[config.mk]
export PLATFORM = sky130hd
export DESIGN_NAME = pan_tilt_target_tracker_flat
export DESIGN_NICKNAME = d
export VERILOG_FILES = /design/src/hw/rtl/ptt_pkg.sv /design/src/hw/rtl/ptt_in_if.sv /design/src/hw/rtl/ptt_out_if.sv /design/src/hw/rtl/ptt_cfg_if.sv /design/src/hw/rtl/ptt_cfg_regs.sv /design/src/hw/rtl/ptt_axis.sv /design/src/hw/rtl/pan_tilt_target_tracker.sv /design/src/flat_wrapper.sv
export SDC_FILE = /design/constraint.sdc
export NUM_CORES = 2
export LEC_CHECK = 0
export BUFFER_PORTS_ARGS = -buffer_cell sky130_fd_sc_hd__buf_2
export CAP_MARGIN = 15
export CELL_PAD_IN_SITES_DETAIL_PLACEMENT = 1
export CELL_PAD_IN_SITES_GLOBAL_PLACEMENT = 1
export CORE_ASPECT_RATIO = 1.5
export CORE_MARGIN = 2
export CORE_UTILIZATION = 57
export DETAILED_ROUTE_END_ITERATION = 10
export GPL_TIMING_DRIVEN = 0
export HOLD_SLACK_MARGIN = 0.02
export PLACE_DENSITY = 0.94
export SLEW_MARGIN = 30
export SYNTH_ARGS = -nofsm -noshare
export SYNTH_HDL_FRONTEND = slang
export SYNTH_HIERARCHICAL = 1
export SYNTH_SLANG_ARGS = --single-unit
export TNS_END_PERCENT = 50
[constraint.sdc]
create_clock -name clk -period 14.3 [get_ports clk]
set_input_delay 2.86 -clock clk [delete_from_list [all_inputs] [get_ports clk]]
set_output_delay 2.86 -clock clk [all_outputs]
set_load 0.01 [all_outputs]
[src/hw/rtl/ptt_pkg.sv]
// Shared types and constants for the pan/tilt target tracker.
// No dependencies; every other file of the block imports this package.
package ptt_pkg;

	localparam int POS_W      = 10;  // pixel coordinate
	localparam int ANG_W      = 12;  // signed angle
	localparam int DB_W       = 17;  // deadband, Q1.16
	localparam int GAIN_W     = 16;  // Q4.12 gain
	localparam int STEP_W     = 10;  // full-scale step and slew
	localparam int MAG_W      = 17;  // error magnitude, Q1.16
	localparam int CFG_IDX_W  = 3;
	localparam int CFG_DATA_W = 17;
	localparam int NUM_STAGES = 5;

	localparam logic [MAG_W-1:0] ERR_MAX_MAG = 17'h1FFFF;

	typedef enum logic [CFG_IDX_W-1:0] {
		REG_DEADBAND   = 3'd0,
		REG_YAW_GAIN   = 3'd1,
		REG_YAW_FULL   = 3'd2,
		REG_YAW_SLEW   = 3'd3,
		REG_PITCH_GAIN = 3'd4,
		REG_PITCH_FULL = 3'd5,
		REG_PITCH_SLEW = 3'd6
	} ptt_reg_t;

	localparam logic [DB_W-1:0]   RST_DEADBAND   = 17'd6554;
	localparam logic [GAIN_W-1:0] RST_YAW_GAIN   = 16'd4096;
	localparam logic [STEP_W-1:0] RST_YAW_FULL   = 10'd30;
	localparam logic [STEP_W-1:0] RST_YAW_SLEW   = 10'd5;
	localparam logic [GAIN_W-1:0] RST_PITCH_GAIN = 16'd4096;
	localparam logic [STEP_W-1:0] RST_PITCH_FULL = 10'd20;
	localparam logic [STEP_W-1:0] RST_PITCH_SLEW = 10'd5;

	typedef struct packed {
		logic [GAIN_W-1:0] gain;
		logic [STEP_W-1:0] full;
		logic [STEP_W-1:0] slew;
	} ptt_axis_cfg_t;

	typedef struct packed {
		logic [DB_W-1:0] deadband;
		ptt_axis_cfg_t   yaw;
		ptt_axis_cfg_t   pitch;
	} ptt_cfg_t;

	// one load strobe per pipeline stage
	typedef struct packed {
		logic [NUM_STAGES-1:0] load;
	} ptt_stage_ctl_t;

endpackage

[src/hw/rtl/ptt_in_if.sv]
// Input channel: target position and present angles, valid/ready.
// Depends on ptt_pkg for field widths.
interface ptt_in_if;
	import ptt_pkg::*;

	logic                     valid;
	logic                     ready;
	logic [POS_W-1:0]         target_x;
	logic [POS_W-1:0]         target_y;
	logic signed [ANG_W-1:0]  current_yaw;
	logic signed [ANG_W-1:0]  current_pitch;

	modport source (output valid, target_x, target_y, current_yaw, current_pitch,
		input ready);
	modport sink (input valid, target_x, target_y, current_yaw, current_pitch,
		output ready);
endinterface

[src/hw/rtl/ptt_out_if.sv]
// Output channel: commanded angles and move flag, valid/ready.
// Depends on ptt_pkg for field widths.
interface ptt_out_if;
	import ptt_pkg::*;

	logic                     valid;
	logic                     ready;
	logic signed [ANG_W-1:0]  next_yaw;
	logic signed [ANG_W-1:0]  next_pitch;
	logic                     should_move;

	modport source (output valid, next_yaw, next_pitch, should_move, input ready);
	modport sink (input valid, next_yaw, next_pitch, should_move, output ready);
endinterface

[src/hw/rtl/ptt_cfg_if.sv]
// Configuration write channel: register index and data, valid/ready.
// Depends on ptt_pkg for widths.
interface ptt_cfg_if;
	import ptt_pkg::*;

	logic                  valid;
	logic                  ready;
	logic [CFG_IDX_W-1:0]  index;
	logic [CFG_DATA_W-1:0] data;

	modport source (output valid, index, data, input ready);
	modport sink (input valid, index, data, output ready);
endinterface

[src/hw/rtl/ptt_cfg_regs.sv]
// Configuration register file of the tracker.
// Depends on ptt_pkg (register codes, reset values, ptt_cfg_t).
module ptt_cfg_regs
	import ptt_pkg::*;
(
	input  logic                  clk,
	input  logic                  arst_n,
	input  logic                  wr_en,
	input  logic [CFG_IDX_W-1:0]  wr_index,
	input  logic [CFG_DATA_W-1:0] wr_data,
	output ptt_cfg_t              cfg
);

	ptt_cfg_t cfg_q;

	always_ff @(posedge clk or negedge arst_n) begin
		if (!arst_n) begin
			cfg_q.deadband   <= RST_DEADBAND;
			cfg_q.yaw.gain   <= RST_YAW_GAIN;
			cfg_q.yaw.full   <= RST_YAW_FULL;
			cfg_q.yaw.slew   <= RST_YAW_SLEW;
			cfg_q.pitch.gain <= RST_PITCH_GAIN;
			cfg_q.pitch.full <= RST_PITCH_FULL;
			cfg_q.pitch.slew <= RST_PITCH_SLEW;
		end else if (wr_en) begin
			case (wr_index)
				REG_DEADBAND:   cfg_q.deadband   <= wr_data[DB_W-1:0];
				REG_YAW_GAIN:   cfg_q.yaw.gain   <= wr_data[GAIN_W-1:0];
				REG_YAW_FULL:   cfg_q.yaw.full   <= wr_data[STEP_W-1:0];
				REG_YAW_SLEW:   cfg_q.yaw.slew   <= wr_data[STEP_W-1:0];
				REG_PITCH_GAIN: cfg_q.pitch.gain <= wr_data[GAIN_W-1:0];
				REG_PITCH_FULL: cfg_q.pitch.full <= wr_data[STEP_W-1:0];
				REG_PITCH_SLEW: cfg_q.pitch.slew <= wr_data[STEP_W-1:0];
				default: ;  // unmapped index, write dropped
			endcase
		end
	end

	assign cfg = cfg_q;

endmodule

[src/hw/rtl/ptt_axis.sv]
// Five-stage datapath for one axis: error, deadband, gain step, slew and clamp.
// Depends on ptt_pkg; stage loads come from the control in the top level.
module ptt_axis
	import ptt_pkg::*;
#(
	parameter int FRAME = 320,
	parameter int LO    = -90,
	parameter int HI    = 90
) (
	input  logic                     clk,
	input  ptt_stage_ctl_t           ctl,
	input  logic [POS_W-1:0]         pos,
	input  logic signed [ANG_W-1:0]  cur,
	input  logic [DB_W-1:0]          deadband,
	input  ptt_axis_cfg_t            acfg,
	output logic signed [ANG_W-1:0]  next_angle,
	output logic                     moved
);

	// error = round(diff * 2^16 / F) via reciprocal 2^27/F and one correction step
	localparam logic [10:0]            F_V   = 11'(FRAME);
	localparam logic [11:0]            D_V   = 12'(2 * FRAME);
	localparam logic [26:0]            RECIP = 27'((64'd1 << 27) / FRAME);
	localparam logic signed [ANG_W:0]  LO_V  = 13'(LO);
	localparam logic signed [ANG_W:0]  HI_V  = 13'(HI);

	// stage 1
	logic [10:0]              twice, diff;
	logic                     neg;
	logic [10:0]              diff_s1;
	logic [37:0]              prod_s1;
	logic                     neg_s1, sat_s1;
	logic signed [ANG_W-1:0]  cur_s1;

	always_comb begin
		twice = {pos, 1'b0};
		neg   = twice < F_V;
		diff  = neg ? (F_V - twice) : (twice - F_V);
	end

	always_ff @(posedge clk) begin
		if (ctl.load[0]) begin
			diff_s1 <= diff;
			prod_s1 <= 38'(diff) * 38'(RECIP);
			neg_s1  <= neg;
			sat_s1  <= {1'b0, diff} >= D_V;
			cur_s1  <= cur;
		end
	end

	// stage 2: quotient estimate is exact or one low
	logic [37:0]              rnd;
	logic [17:0]              q0;
	logic [29:0]              num, qd;
	logic                     inc;
	logic [MAG_W-1:0]         mag_s2;
	logic                     neg_s2;
	logic signed [ANG_W-1:0]  cur_s2;

	always_comb begin
		rnd = prod_s1 + 38'd1024;
		q0  = rnd[28:11];
		num = 30'({diff_s1, 17'd0}) + 30'(F_V);
		qd  = 30'(q0) * 30'(D_V);
		inc = (qd + 30'(D_V)) <= num;
	end

	always_ff @(posedge clk) begin
		if (ctl.load[1]) begin
			mag_s2 <= sat_s1 ? ERR_MAX_MAG : MAG_W'(q0 + 18'(inc));
			neg_s2 <= neg_s1;
			cur_s2 <= cur_s1;
		end
	end

	// stage 3
	logic [32:0]              mg_s3;
	logic                     dead_s3, neg_s3;
	logic signed [ANG_W-1:0]  cur_s3;

	always_ff @(posedge clk) begin
		if (ctl.load[2]) begin
			mg_s3   <= 33'(mag_s2) * 33'(acfg.gain);
			dead_s3 <= mag_s2 < deadband;
			neg_s3  <= neg_s2;
			cur_s3  <= cur_s2;
		end
	end

	// stage 4: step magnitude from the product in 2^-28 units, rounded half up
	logic [43:0]              pr;
	logic [15:0]              step_s4;
	logic                     dead_s4, neg_s4;
	logic signed [ANG_W-1:0]  cur_s4;

	always_comb begin
		pr = 44'(mg_s3) * 44'(acfg.full) + (44'd1 << 27);
	end

	always_ff @(posedge clk) begin
		if (ctl.load[3]) begin
			step_s4 <= pr[43:28];
			dead_s4 <= dead_s3;
			neg_s4  <= neg_s3;
			cur_s4  <= cur_s3;
		end
	end

	// stage 5: target left of center moves the angle up, right moves it down
	logic [STEP_W-1:0]        lim;
	logic signed [ANG_W:0]    lim_x, delta, tot, clp;
	logic signed [ANG_W-1:0]  nxt;
	logic signed [ANG_W-1:0]  next_s5;
	logic                     moved_s5;

	always_comb begin
		lim   = (step_s4 > 16'(acfg.slew)) ? acfg.slew : step_s4[STEP_W-1:0];
		lim_x = $signed({3'b000, lim});
		delta = neg_s4 ? lim_x : -lim_x;
		tot   = {cur_s4[ANG_W-1], cur_s4} + delta;
		if (tot < LO_V) begin
			clp = LO_V;
		end else if (tot > HI_V) begin
			clp = HI_V;
		end else begin
			clp = tot;
		end
		nxt = dead_s4 ? cur_s4 : clp[ANG_W-1:0];
	end

	always_ff @(posedge clk) begin
		if (ctl.load[4]) begin
			next_s5  <= nxt;
			moved_s5 <= nxt != cur_s4;
		end
	end

	assign next_angle = next_s5;
	assign moved      = moved_s5;

endmodule

[src/hw/rtl/pan_tilt_target_tracker.sv]
// Pan/tilt target tracker: proportional step with deadband, slew limit and clamp.
// Depends on ptt_pkg, ptt_in_if, ptt_out_if, ptt_cfg_if, ptt_cfg_regs, ptt_axis.
//
// Usage:
//   target  - input beats: target_x/target_y pixel centre and present yaw/pitch.
//   command - result beats: next_yaw, next_pitch, should_move; one per input beat,
//             in order.
//   cfg     - register writes (index 0..6); always ready, takes effect next cycle.
//             Write only while no beat is in flight.
// Timing: a five-stage pipeline, the last stage being the output register.
//   A beat moves through the stages in order; command.valid rises once it reaches
//   the output register, and the beat is taken when command.ready is high.
//   Throughput is one beat per cycle while command.ready is high; the error
//   divide is a reciprocal multiply plus a correction, each multiply in its own stage.
// Stall: each stage holds when the one after it is full and stalled, so bubbles
//   close up and up to five beats are held while command.ready is low; target.ready
//   drops only when all stages are full.
// Reset: arst_n clears all stage valid bits and loads the default register values.
module pan_tilt_target_tracker
	import ptt_pkg::*;
#(
	parameter int FRAME_WIDTH  = 320,
	parameter int FRAME_HEIGHT = 240,
	parameter int YAW_MIN      = -90,
	parameter int YAW_MAX      = 90,
	parameter int PITCH_MIN    = -30,
	parameter int PITCH_MAX    = 30
) (
	input  logic       clk,
	input  logic       arst_n,
	ptt_in_if.sink     target,
	ptt_out_if.source  command,
	ptt_cfg_if.sink    cfg
);

	ptt_cfg_t        cfg_regs;
	ptt_stage_ctl_t  ctl;

	logic [NUM_STAGES-1:0] vld_q;
	logic [NUM_STAGES-1:0] up_vld;
	logic [NUM_STAGES:0]   rdy;

	assign cfg.ready = 1'b1;

	ptt_cfg_regs u_cfg (
		.clk      (clk),
		.arst_n   (arst_n),
		.wr_en    (cfg.valid),
		.wr_index (cfg.index),
		.wr_data  (cfg.data),
		.cfg      (cfg_regs)
	);

	// a stage takes a beat when it is empty or its own beat moves on
	always_comb begin
		rdy[NUM_STAGES] = command.ready;
		for (int k = NUM_STAGES - 1; k >= 0; k--) begin
			rdy[k] = !vld_q[k] || rdy[k+1];
		end
		up_vld   = {vld_q[NUM_STAGES-2:0], target.valid};
		ctl.load = up_vld & rdy[NUM_STAGES-1:0];
	end

	always_ff @(posedge clk or negedge arst_n) begin
		if (!arst_n) begin
			vld_q <= '0;
		end else begin
			for (int k = 0; k < NUM_STAGES; k++) begin
				if (rdy[k]) begin
					vld_q[k] <= up_vld[k];
				end
			end
		end
	end

	assign target.ready = rdy[0];

	logic yaw_moved, pitch_moved;

	ptt_axis #(
		.FRAME (FRAME_WIDTH),
		.LO    (YAW_MIN),
		.HI    (YAW_MAX)
	) u_yaw (
		.clk        (clk),
		.ctl        (ctl),
		.pos        (target.target_x),
		.cur        (target.current_yaw),
		.deadband   (cfg_regs.deadband),
		.acfg       (cfg_regs.yaw),
		.next_angle (command.next_yaw),
		.moved      (yaw_moved)
	);

	ptt_axis #(
		.FRAME (FRAME_HEIGHT),
		.LO    (PITCH_MIN),
		.HI    (PITCH_MAX)
	) u_pitch (
		.clk        (clk),
		.ctl        (ctl),
		.pos        (target.target_y),
		.cur        (target.current_pitch),
		.deadband   (cfg_regs.deadband),
		.acfg       (cfg_regs.pitch),
		.next_angle (command.next_pitch),
		.moved      (pitch_moved)
	);

	assign command.valid       = vld_q[NUM_STAGES-1];
	assign command.should_move = yaw_moved || pitch_moved;

	logic in_beat, out_beat;
	assign in_beat  = target.valid && target.ready;
	assign out_beat = command.valid && command.ready;

	// occupancy tracks beats in and out, nothing lost or duplicated
	a_occ_up: assert property (@(posedge clk) disable iff (!arst_n)
		(in_beat && !out_beat) |=> ($countones(vld_q) == $past($countones(vld_q)) + 1))
		else $error("pipeline occupancy did not grow on input beat");

	a_occ_dn: assert property (@(posedge clk) disable iff (!arst_n)
		(!in_beat && out_beat) |=> ($countones(vld_q) == $past($countones(vld_q)) - 1))
		else $error("pipeline occupancy did not shrink on output beat");

	a_not_full_ready: assert property (@(posedge clk) disable iff (!arst_n)
		(vld_q != '1) |-> target.ready)
		else $error("input stalled while pipeline has a free stage");

endmodule

[src/flat_wrapper.sv]
// flat-port wrapper written by rule: the top's interface ports become plain ports
module pan_tilt_target_tracker_flat import ptt_pkg::*;
#(
	parameter int FRAME_WIDTH  = 320,
	parameter int FRAME_HEIGHT = 240,
	parameter int YAW_MIN      = -90,
	parameter int YAW_MAX      = 90,
	parameter int PITCH_MIN    = -30,
	parameter int PITCH_MAX    = 30
)
  (clk, arst_n, target_valid, target_target_x, target_target_y, target_current_yaw, target_current_pitch, target_ready, command_valid, command_next_yaw, command_next_pitch, command_should_move, command_ready, cfg_valid, cfg_index, cfg_data, cfg_ready);
  ptt_in_if target_i ();
  ptt_out_if command_i ();
  ptt_cfg_if cfg_i ();
  input  logic clk;
  input  logic arst_n;
  input wire logic [$bits(target_i.valid)-1:0] target_valid;
  input wire logic [$bits(target_i.target_x)-1:0] target_target_x;
  input wire logic [$bits(target_i.target_y)-1:0] target_target_y;
  input wire logic [$bits(target_i.current_yaw)-1:0] target_current_yaw;
  input wire logic [$bits(target_i.current_pitch)-1:0] target_current_pitch;
  output wire logic [$bits(target_i.ready)-1:0] target_ready;
  output wire logic [$bits(command_i.valid)-1:0] command_valid;
  output wire logic [$bits(command_i.next_yaw)-1:0] command_next_yaw;
  output wire logic [$bits(command_i.next_pitch)-1:0] command_next_pitch;
  output wire logic [$bits(command_i.should_move)-1:0] command_should_move;
  input wire logic [$bits(command_i.ready)-1:0] command_ready;
  input wire logic [$bits(cfg_i.valid)-1:0] cfg_valid;
  input wire logic [$bits(cfg_i.index)-1:0] cfg_index;
  input wire logic [$bits(cfg_i.data)-1:0] cfg_data;
  output wire logic [$bits(cfg_i.ready)-1:0] cfg_ready;
  assign target_i.valid = target_valid;
  assign target_i.target_x = target_target_x;
  assign target_i.target_y = target_target_y;
  assign target_i.current_yaw = target_current_yaw;
  assign target_i.current_pitch = target_current_pitch;
  assign target_ready = target_i.ready;
  assign command_valid = command_i.valid;
  assign command_next_yaw = command_i.next_yaw;
  assign command_next_pitch = command_i.next_pitch;
  assign command_should_move = command_i.should_move;
  assign command_i.ready = command_ready;
  assign cfg_i.valid = cfg_valid;
  assign cfg_i.index = cfg_index;
  assign cfg_i.data = cfg_data;
  assign cfg_ready = cfg_i.ready;
  pan_tilt_target_tracker #(.FRAME_WIDTH(FRAME_WIDTH), .FRAME_HEIGHT(FRAME_HEIGHT), .YAW_MIN(YAW_MIN), .YAW_MAX(YAW_MAX), .PITCH_MIN(PITCH_MIN), .PITCH_MAX(PITCH_MAX)) u_core (.clk(clk), .arst_n(arst_n), .target(target_i), .command(command_i), .cfg(cfg_i));
endmodule
==> results of run 1 <==
-- stage by stage --
stage | area, sq um | hold WS (ps) | utilization
global placement | 65000 | 403 | 0.593
detailed placement | 65400 | 406 | 0.596
floorplan | 62700 | 400 | -
CTS | 67000 | 419 | 0.611
-- cell families after synthesis --
family / count (synthesis)
other: 1
multiplexers: 118
flip-flops: 419
buffers and inverters: 1356
XOR/XNOR: 276
AND/OR/NAND/NOR: 1899
AO/OA/AOI/OAI: 660
adder cells (fa/ha/maj): 1663
-- metal layers --
metal  overflow  track usage
met1          0        0.609
met2          4        0.832
met3          0        0.539
met4          9        0.670
met5          0        0.298
==> flow_metrics.py, run 1 <==
metrics = {
    "yosys": {
        "synth_most_common_cell": "inv_1",
        "syn-cell-area_sq_um": 62700,
        "synth_edf_count": 325,
        "ys_top_cells_by_area": "fa_1, edfxtp_1, ha_1, inv_1, nand2_1",
        "yosys_register_bits": 419,
        "synth_top_family_by_area": "adder cells",
        "synth.distinct_cells": 106,
        "synthSimpleGateAreaFrac": 0.147,
        "synth_top_area_cell": "fa_1",
        "synth_compound_area_frac": 0.0703,
        "yosys_warnings": 6,
        "synth_xor_area_frac": 0.0392,
        "synth_top_area_frac": 0.307,
        "synthArstFlopShare": 0.224,
        "muxShareOfSynthArea": 0.0207,
        "synthTopCellsByCount": "inv_1, fa_1, nand2_1",
        "yosysSeqAreaShare": 0.194,
        "synth_flop_cell": "edfxtp_1",
        "synthAdderAreaFrac": 0.447,
        "syn_inst": 6392,
        "syn-num-nets": 8123,
        "syn_area_per_cell_sq_um": 9.81,
    },
    "placed_design": {
        "gp_congestion": 0.948,
        "io_buffers": 95,
        "hpwl_microns": 178000,
        "dp_slack_ps": 4470,
        "post-place-cells": 7937,
    },
    "clock_tree": {
        "cts_htree_levels": 2,
        "clockBufferDepth": 3,
        "post_cts_resize_count": 0,
        "clock_sinks": 419,
        "post_cts_buffers": 0,
        "cts_root_buffer": "clkbuf_16",
        "cts_hold_repair.buffers": 0,
        "cts_inserted_buffers": 47,
    },
    "grt": {
        "globalRouteTotalUtil": 0.659,
        "antenna_found_initial": 74,
        "grt_overflow_total": 13,
        "grt_max_degree": 70,
    },
    "outcome": {
        "error_line": "[ERROR GRT-0232] Routing congestion too high. Check the congestion heatmap in the GUI.",
        "outcome": "aborted with a tool error",
        "lastStage": "global routing (5_1_grt)",
    },
    "floorplan": {
        "io_pins": 97,
        "start_util": 0.572,
        "die_x_microns": 275,
        "die_h_microns": 410,
        "num_rows": 149,
    },
}
==> run 2, diff against run 1 <==
--- a/config.mk
+++ b/config.mk
@@ -7,15 +7,11 @@
 export LEC_CHECK = 0
 export BUFFER_PORTS_ARGS = -buffer_cell sky130_fd_sc_hd__buf_2
 export CAP_MARGIN = 15
-export CELL_PAD_IN_SITES_DETAIL_PLACEMENT = 1
-export CELL_PAD_IN_SITES_GLOBAL_PLACEMENT = 1
-export CORE_ASPECT_RATIO = 1.5
 export CORE_MARGIN = 2
-export CORE_UTILIZATION = 57
+export CORE_UTILIZATION = 40
 export DETAILED_ROUTE_END_ITERATION = 10
 export GPL_TIMING_DRIVEN = 0
-export HOLD_SLACK_MARGIN = 0.02
-export PLACE_DENSITY = 0.94
+export PLACE_DENSITY_LB_ADDON = 0.15
 export SLEW_MARGIN = 30
 export SYNTH_ARGS = -nofsm -noshare
 export SYNTH_HDL_FRONTEND = slang
==> run 2 against run 1 <==
The flow now finishes without violations. Synthesized cell count did not move. Synthesized area did not move.
==> flow_metrics.py, run 2 <==
metrics = {
    "outcome": {
        "outcome": "finished clean",
    },
    "grt": {
        "antenna_found_initial": 12,
        "globalRouteTotalUtil": 0.203,
        "grt_pass1_vias": 46300,
        "grt_pass1_wl_microns": 257000,
        "grt_max_degree": 64,
        "grt_overflow_total": 0,
    },
    "finish": {
        "nets": 8289,
        "area_growth_pct": 8.55,
        "largest_reg_flops": 89,
        "fillCellCount": 15200,
        "fin_area_sq_um": 68100,
        "regArea_sq_um": 12100,
        "multi_input_comb_area_sq_um": 45500,
        "layout-drive-gt1-share": 0.0583,
        "mostFrequentLayoutCells": "inv_1, fa_1, nand2_1, ha_1, and2_1",
        "mostFrequentLayoutCell": "inv_1",
    },
    "sta": {
        "fmax_ghz": 0.110,
        "hold_viol_final": 0,
        "grt_setup_unrepaired": "false",
        "skew_ps": 57.7,
        "final.setup.tns_ps": 0,
        "hold_ws_ps": 416,
        "drv_slew": 0,
        "slew_headroom": 0.281,
        "finalCriticalPeriod_ps": 9110,
        "setup_viol": 0,
        "worst_pin_slew_ps": 1080,
        "min_period_over_period": 0.637,
    },
    "clock_tree": {
        "post_cts_buffers": 0,
        "clock_latency_ps": 690,
        "clockBufferDepth": 3,
        "cts_tree": "yes",
        "clock_sinks": 419,
        "cts_htree_levels": 2,
        "path_clk_slew_ps": 60,
        "post_cts_resize_count": 0,
        "cts_root_buffer": "clkbuf_16",
        "cts_inserted_buffers": 51,
        "cts_hold_repair.buffers": 0,
    },
    "critical_path": {
        "cp_max_fo": 8,
        "cp-start-kind": "input port",
        "crit_required_ps": 14690,
        "worstSetupEndpointType": "flip-flop",
        "cp.arrival_ps": 9500,
        "worst_r2r_path_depth": 35,
        "timing.critical_path.mode_cell": "fa_1",
        "crit_slowest_cell": "fa_1",
        "max_stage_delay_ps": 570,
        "crit_type": "in -> reg",
    },
    "floorplan": {
        "die_area_sq_um": 160000,
        "die_h_microns": 400,
        "io_pins": 97,
        "start_util": 0.402,
        "core_area_sq_um": 156000,
        "num_rows": 145,
        "die_x_microns": 400,
    },
    "yosys": {
        "synth_top_area_frac": 0.307,
        "synthTopCellsByCount": "inv_1, fa_1, nand2_1",
        "synth.distinct_cells": 106,
        "yosysSeqAreaShare": 0.194,
        "synth_top_area_cell": "fa_1",
        "synthArstFlopShare": 0.224,
        "ys_top_cells_by_area": "fa_1, edfxtp_1, ha_1, inv_1, nand2_1",
        "syn-cell-area_sq_um": 62700,
        "synth_most_common_cell": "inv_1",
        "synth_edf_count": 325,
        "syn_inst": 6392,
        "yosys_warnings": 6,
        "syn_area_per_cell_sq_um": 9.81,
        "synth_flop_cell": "edfxtp_1",
        "yosys_register_bits": 419,
        "syn-num-nets": 8123,
    },
    "placed_design": {
        "io_buffers": 95,
        "gp_congestion": 0.852,
        "hpwl_microns": 130000,
        "placed_cell_area_sq_um": 66200,
    },
    "routing": {
        "final_antenna_net_count": 0,
        "initialDrtViolationCount": 2294,
        "finalWirelength_microns": 159000,
        "vias": 44000,
        "drc": 0,
        "detail_route.wl_per_cell_microns": 18.4,
        "vias_per_cell": 5.08,
        "dr.pass1.iters": 7,
    },
    "min_path": {
        "holdPathStages": 0,
        "min_path_type": "reg -> reg",
    },
    "job": {
        "drv_cap": 0,
    },
}
-- run 2: cell counts after synthesis --
Identical to the previous run, type by type.
-- run 2: worst max-delay path: cells and delay by family --
| kind | cells | cell delay, ps |
|---|---|---|
| simple gates | 4 | 580 |
| xor+xnor | 2 | 540 |
| buf+inv | 5 | 670 |
| compound gates | 9 | 2160 |
| fa+ha+maj | 6 | 2680 |
-- run 2: worst paths after layout --
check,slack [ps],to,start
min,420,u_core/u_pitch/cur_s4[8]$_DFFE_PP_,u_core/u_pitch/cur_s3[8]$_DFFE_PP_
max reg2reg,5680,u_core/u_pitch/mag_s2[16]$_SDFFCE_PP1P_,u_core/u_pitch/prod_s1[10]$_DFFE_PP_
max in group asynchronous,11500,u_core/u_cfg/cfg[47]$_DFFE_PN1P_,arst_n
max,5190,u_core/u_yaw/prod_s1[28]$_DFFE_PP_,target_target_x[5]
min in group asynchronous,2100,u_core/u_cfg/cfg[69]$_DFFE_PN0P_,arst_n
min reg2reg,420,u_core/u_pitch/cur_s4[8]$_DFFE_PP_,u_core/u_pitch/cur_s3[8]$_DFFE_PP_
-- run 2: metrics by stage --
stage / instances / util / worst slack, ps
global placement: 8545 / 0.421 / 3190
floorplan: 6392 / - / 5610
global route: 8659 / 0.436 / 4810
CTS: 8659 / 0.436 / 5190
detailed placement: 8563 / 0.424 / 4510
finish: 8660 / 0.436 / 5190
-- run 2: logic make-up (layout without fill, tap and decap cells) --
family,Yosys count,after routing,share of synthesized area
compound gates,660,660,0.0703
xor+xnor,276,276,0.0392
fa+ha+maj,1663,1663,0.447
buf+inv,1356,1565,0.0820
flops,419,419,0.194
mux,118,118,0.0207
other cells,1,2,0.0000598
simple gates,1899,1899,0.147
-- run 2: cell type report --
type,instances,share of cell area
well taps,2058,0.0378
repair buffers,113,0.0131
diodes,1,0.0000368
clock inverters,39,0.00741
plain buffers,246,0.0144
multi-input cells,4617,0.668
flip-flops and latches,419,0.178
clock buffers,57,0.0194
inverters,1110,0.0612
-- run 2: metal layers --
layer | part of all wire | routed length, microns | GRT usage
met5 | 0.00073 | 116 | 0
met3 | 0.044 | 7030 | 0.0276
met1 | 0.46 | 74100 | 0.281
met4 | 0.018 | 2830 | 0.0379
met2 | 0.47 | 75200 | 0.342
Power of run 2 is not shown: default switching activity piles up to over one toggle a cycle in this logic, so the estimate is an artifact.
